--- src/hdl/pipt_pkg.sv ---
// Shared types, constants and widths for the point-in-polygon tester.
`timescale 1ns / 1ps

package pipt_pkg;

  localparam int MAX_POINTS  = 256;
  localparam int COORD_BITS  = 16;
  localparam int MIN_VERTS   = 3;
  localparam int QUEUE_DEPTH = 2;

  localparam int ADDR_W = (MAX_POINTS > 1) ? $clog2(MAX_POINTS) : 1;
  localparam int CNT_W  = $clog2(MAX_POINTS + 1);
  localparam int QPTR_W = (QUEUE_DEPTH > 1) ? $clog2(QUEUE_DEPTH) : 1;
  localparam int QCNT_W = $clog2(QUEUE_DEPTH + 1);
  localparam int DIFF_W = COORD_BITS + 1;
  localparam int PROD_W = 2 * DIFF_W;
  localparam int SUM_W  = PROD_W + 1;

  typedef enum logic [1:0] {
    CMD_CLEAR  = 2'd0,
    CMD_APPEND = 2'd1,
    CMD_QUERY  = 2'd2,
    CMD_NONE   = 2'd3
  } cmd_e;

  typedef struct packed {
    cmd_e                          op;
    logic signed [COORD_BITS-1:0]  x;
    logic signed [COORD_BITS-1:0]  y;
  } cmd_t;

  typedef struct packed {
    logic vld;
    logic on;
    logic flip;
  } edge_res_t;

  typedef enum logic [1:0] {
    ST_IDLE,
    ST_WALK,
    ST_DRAIN,
    ST_RESULT
  } back_st_e;

endpackage

--- src/hdl/pipt_front.sv ---
// Input side: accepts words, drops unused codes, and queues commands for the back end.
`timescale 1ns / 1ps

module pipt_front (
  input  logic                                 clk_i,
  input  logic                                 rst_ni,
  input  logic                                 in_valid_i,
  output logic                                 in_stall_o,
  input  logic [1:0]                           action_i,
  input  logic signed [pipt_pkg::COORD_BITS-1:0] coord_x_i,
  input  logic signed [pipt_pkg::COORD_BITS-1:0] coord_y_i,
  output logic                                 cmd_vld_o,
  output pipt_pkg::cmd_t                       cmd_o,
  input  logic                                 cmd_pop_i
);
  import pipt_pkg::*;

  cmd_t              entry_q [QUEUE_DEPTH];
  logic [QPTR_W-1:0] wr_ptr_q, wr_ptr_d;
  logic [QPTR_W-1:0] rd_ptr_q, rd_ptr_d;
  logic [QCNT_W-1:0] cnt_q, cnt_d;
  logic              accept;
  logic              push;
  logic              pop;
  cmd_t              word;

  assign in_stall_o = (cnt_q == QCNT_W'(QUEUE_DEPTH));
  assign accept     = in_valid_i && !in_stall_o;
  assign push       = accept && (action_i inside {CMD_CLEAR, CMD_APPEND, CMD_QUERY});
  assign cmd_vld_o  = (cnt_q != '0);
  assign pop        = cmd_pop_i && cmd_vld_o;
  assign cmd_o      = entry_q[rd_ptr_q];

  always_comb begin
    word.op = cmd_e'(action_i);
    word.x  = coord_x_i;
    word.y  = coord_y_i;
  end

  always_comb begin
    wr_ptr_d = wr_ptr_q;
    rd_ptr_d = rd_ptr_q;
    cnt_d    = cnt_q;
    if (push) begin
      wr_ptr_d = (wr_ptr_q == QPTR_W'(QUEUE_DEPTH - 1)) ? '0 : wr_ptr_q + QPTR_W'(1);
    end
    if (pop) begin
      rd_ptr_d = (rd_ptr_q == QPTR_W'(QUEUE_DEPTH - 1)) ? '0 : rd_ptr_q + QPTR_W'(1);
    end
    if (push && !pop) begin
      cnt_d = cnt_q + QCNT_W'(1);
    end else if (pop && !push) begin
      cnt_d = cnt_q - QCNT_W'(1);
    end
  end

  always_ff @(posedge clk_i or negedge rst_ni) begin
    if (!rst_ni) begin
      wr_ptr_q <= '0;
      rd_ptr_q <= '0;
      cnt_q    <= '0;
    end else begin
      wr_ptr_q <= wr_ptr_d;
      rd_ptr_q <= rd_ptr_d;
      cnt_q    <= cnt_d;
    end
  end

  always_ff @(posedge clk_i) begin
    if (push) begin
      entry_q[wr_ptr_q] <= word;
    end
  end

endmodule

--- config.mk ---
export PLATFORM = sky130hd
export DESIGN_NAME = pipt_front
export DESIGN_NICKNAME = d
export VERILOG_FILES = /design/src/hdl/pipt_pkg.sv /design/src/hdl/pipt_front.sv
export SDC_FILE = /design/constraint.sdc
export NUM_CORES = 1
export LEC_CHECK = 0
export BUFFER_PORTS_ARGS = -buffer_cell sky130_fd_sc_hd__buf_2
export CELL_PAD_IN_SITES_DETAIL_PLACEMENT = 1
export CELL_PAD_IN_SITES_GLOBAL_PLACEMENT = 2
export CORE_AREA = 4 4 92 94
export DETAILED_ROUTE_END_ITERATION = 16
export DIE_AREA = 0 0 96 98
export PLACE_DENSITY = 0.76
export SYNTH_ARGS = -nofsm -noshare
export SYNTH_HDL_FRONTEND = slang
export SYNTH_SLANG_ARGS = --single-unit
--- constraint.sdc ---
create_clock -name clk_i -period 3.3 [get_ports clk_i]
set_clock_uncertainty 0.2 [all_clocks]
set_input_delay 0.33 -clock clk_i [delete_from_list [all_inputs] [get_ports clk_i]]
set_output_delay 0.33 -clock clk_i [all_outputs]
set_load 0.02 [all_outputs]
==> metrics.md <==
| Metric | Value |
|---|---|
| Status | `finished, final reports clean` |
| Post-Route WL | `5296 um` |
| First-pass DRT Iterations | `4` |
| Synthesized net count | `165` |
| Area fraction in compound gates after synthesis | `0%` |
| Number of antenna violations at the first check in global routing | `0` |
| Largest family of logic cells by synthesized area | `multiplexers` |
| Number of top-level design ports | `74` |
| Global-route wire length before repair | `8321 um` |
| Chip height | `98 um` |
| Sw Ratio | `32.49%` |
| Routed vias/inst | `4.313` |
| Critical-path cell list | `buf_12, mux2_2, buf_2` |
| Post-synthesis to final-layout area growth | `34.50%` |
| Share of synthesized area occupied by flip-flops and latches | `between 70% and 80%` |
| Most instantiated flip-flop cell in the synthesis netlist | `sky130_fd_sc_hd__edfxtp_1` |
| Clock sink count | `72` |
| Area share of and/or/nand/nor cells after synthesis | `1.993%` |
| Leakage | `around 1.5 nW` |
| Max H-tree Level | `3` |
| Die outline width | `96 um` |
| Worst ir drop on vdd | `0.3265 mV` |
| Power per cell area | `778.7 mW/mm2` |
| Power share of the sequential group | `around 44%` |
| Placement Rows | `32` |
| Number of port buffers | `73` |
| Final TNS setup | `0 ns` |
| Category of the critical setup timing path | `reg -> out` |
| Post-detailed-route wirelength per cell | `between 15 and 20 um` |
| Number of synthesized flops with an enable pin | `68` |
| Avg Cell Area, Syn | `22.42 um2` |
| Placed Area | `0.003298 mm2` |
| Number of DRC markers after the initial detailed-route iteration | `52` |
| Area leader, netlist | `sky130_fd_sc_hd__edfxtp_1` |
| Power share of the combinational group | `37.1%` |
| Clock root buffer master | `sky130_fd_sc_hd__clkbuf_8` |
| Area of the mapped netlist | `between 0.002 and 0.003 mm2` |
| Dpl cells | `300` |
| Transition at the pin with the smallest max-transition slack | `0.6050 ns` |
| Clk Latency, worst-skew pair | `0.32 ns` |
| Number of slew-limit violations in the final report | `0` |
| Share of cell area taken by muxes after synthesis | `17.40%` |
| Clock network fraction of design power | `18.9%` |
| Number of warnings printed during yosys synthesis | `0` |
| Clock tree from TritonCTS | `done` |
| Cell internal power dissipation | `around 2 mW` |
| Count of state elements after synthesis | `72` |
| Number of routed nets with antenna violations | `0` |
| Worst Setup Start Kind | `flop` |
| Worst hold path type | `in -> reg` |
| Initial Utilization | `36.94%` |
| Synthesized-area fraction occupied by adder cells | `less than 1%` |
| Post-synth top area share | `72.28%` |
| Arrival @ worst endpoint | `1.77 ns` |
| Nets@finish | `283` |
| Total DRC errors in the routed layout | `0` |
| Largest net degree at the start of global routing | `23` |
| Slowest cell delay on critical path | `roughly 0.65 ns` |
| Std-Cell Core Area | `0.007647 mm2` |
| Post-detailed-placement half-perimeter wirelength | `3548 um` |
| Clock buffer count from CTS | `9` |
| Count of vias placed by the detailed router | `1514` |
| CP required | `~2.8 ns` |
| Share of final-layout standard cells stronger than drive strength 1 | `between 50% and 60%` |
| GRT Resource Usage Total | `a little under an eighth` |
| Max-cap check violation count | `0` |
| Fraction of registers with async set or reset after synthesis | `5.556%` |
| Number of global-route vias before repair | `1696` |
| Deepest clock path buffer count | `2` |
| Overall overflow remaining after global route | `0` |
| Total of endpoints with negative setup slack in the final report | `0` |
| Hold Violations, Final | `0` |
| Number of antenna diodes | `0` |
| Area enclosed by the die boundary | `0.009408 mm2` |
| RSZ-0062 raised after global routing | `no` |
| Final std cell area, no fill | `0.003800 mm2` |
| FMAX | `0.4354 GHz` |
| Gate Count Post-Synth | `126` |
| Count of placed standard cells in the final layout, fillers left out | `351` |
| Slowest cell on crit path | `sky130_fd_sc_hd__dfrtp_2` |
| Worst setup EP type | `primary output` |
| Slew headroom | `roughly three fifths` |
| Maximum fanout along the worst path | `22` |
| Count of distinct cell types in the synthesized netlist | `16` |
| RePlAce Congestion | `0.7100` |
| Clock slew seen by the registers of the worst setup and hold paths | `about 0.060 ns` |
| Net switching power figure | `0.9614 mW` |
| Final worst path period need | `roughly 2.3 ns` |
| Xor/xnor cell area share of the yosys netlist | `between 1.5 and 2%` |
| Synth area leaders | `sky130_fd_sc_hd__edfxtp_1 (72%), sky130_fd_sc_hd__mux2_4 (15%), sky130_fd_sc_hd__dfrtp_1 (3.5%)` |
| Share of the clock period used by the worst path | `69.60%` |
| Filler instances | `744` |
==> sequential cells by signal (all words and copies together), names as in the netlist <==
signal and flops:
cnt_q 2, entry_q 68, rd_ptr_q 1, wr_ptr_q 1
==> logic make-up (layout without fill, tap and decap cells) <==
family / Yosys count / count (layout)
flops: 72 / 72
mux: 34 / 34
simple gates: 8 / 8
buf+inv: 6 / 129
xor+xnor: 5 / 5
fa+ha+maj: 1 / 1
==> per-stage QoR <==
step / hold slack (ns) / power (mW) / worst slack [ns] / util [%]
floorplan: -0.1656 / 2.155 / 0.4765 / -
global placement: -0.05556 / 2.396 / 1.185 / 43.13
detailed placement: -0.05256 / 2.413 / 1.124 / 43.13
CTS: 0.04650 / 3.015 / 0.9501 / 49.69
global route: 0.06561 / 3.124 / 0.9142 / 49.69
finish: 0.06738 / 2.959 / 1.003 / 49.69
==> power by group through the flow <==
stage / Sequential [mW] / Clock [mW] / Combinational (mW)
after floorplan: 1.27 / 0 / 0.885
after global placement: 1.32 / 0 / 1.08
after detailed placement: 1.33 / 0 / 1.08
after CTS: 1.31 / 0.583 / 1.12
after global routing: 1.32 / 0.625 / 1.18
final: 1.30 / 0.559 / 1.10
==> cells in the mapped netlist (2+ instances only) <==
master,instances
sky130_fd_sc_hd__nor2_1,3
sky130_fd_sc_hd__xor2_1,2
sky130_fd_sc_hd__buf_12,3
sky130_fd_sc_hd__mux2_4,29
sky130_fd_sc_hd__inv_1,2
sky130_fd_sc_hd__xnor2_1,3
sky130_fd_sc_hd__edfxtp_1,68
sky130_fd_sc_hd__mux2_2,5
sky130_fd_sc_hd__dfrtp_1,4
==> worst paths after layout <==
check | end | cells after the start | slack [ns] | startpoint
worst max-delay path | cmd_o[10] | 3 | 1.00 | rd_ptr_q
worst min-delay path | rd_ptr_q | 3 | 0.07 | cmd_pop_i
worst max register to register | entry_q[1][12] | 4 | 1.17 | cnt_q[1]
worst min register to register | cnt_q[1] | 1 | 0.28 | cnt_q[1]
max in group asynchronous | rd_ptr_q | 2 | 2.62 | rst_ni
min in group asynchronous | cnt_q[0] | 2 | 0.14 | rst_ni
==> cell usage in the layout (no fill, tap or decap) <==
cell type and instances:
sky130_fd_sc_hd__clkinv_2 1, sky130_fd_sc_hd__xor2_1 2, sky130_fd_sc_hd__clkbuf_8 9, sky130_fd_sc_hd__edfxtp_1 68, sky130_fd_sc_hd__buf_2 73, sky130_fd_sc_hd__ha_1 1, sky130_fd_sc_hd__nand2_2 1, sky130_fd_sc_hd__inv_1 2
sky130_fd_sc_hd__buf_4 2, sky130_fd_sc_hd__nor2_1 1, sky130_fd_sc_hd__mux2_2 5, sky130_fd_sc_hd__nand3b_4 1, sky130_fd_sc_hd__mux2_4 29, sky130_fd_sc_hd__xnor2_1 3, sky130_fd_sc_hd__clkbuf_1 5, sky130_fd_sc_hd__nor2_4 2
sky130_fd_sc_hd__dfrtp_1 3, sky130_fd_sc_hd__nand2_1 1, sky130_fd_sc_hd__dfrtp_2 1, sky130_fd_sc_hd__buf_12 1, sky130_fd_sc_hd__dlygate4sd3_1 35, sky130_fd_sc_hd__clkinv_1 1, sky130_fd_sc_hd__or2_1 1, sky130_fd_sc_hd__nor2b_2 1
==> routing by layer <==
metal | GRT usage (%) | vias up | routed length, um
met5 | 0 | - | 0
met3 | 3.082 | 8 | 318
met4 | 4.923 | 0 | 61
met2 | 20.29 | 49 | 2805
li1 | - | 722 | -
met1 | 13.95 | 735 | 2111
==> worst max-delay path, delay by kind of cell, from the launching register on <==
kind,cells,cell delay (ns)
buffers and inverters,2,0.43
flip-flops,1,0.65
multiplexers,1,0.36
==> what timing repair did <==
action | CTS | global route
resized for setup | 0 | 0
hold buffers | 35 | 0
hold endpoints to repair | 72 | 0
endpoints found under the setup margin | 0 | 0
buffers inserted | 0 | 0
==> cell type report <==
class	instances	area (um2)	share of cell area, %
clock inverters	2	8.758	0.2305
well taps	102	127.6	3.359
flip-flops and latches	72	2143	56.40
clock buffers	14	142.6	3.754
repair buffers	111	750.7	19.76
multi-input cells	48	619.3	16.30
inverters	2	7.507	0.1976
Power figures use the tool's default switching activity.
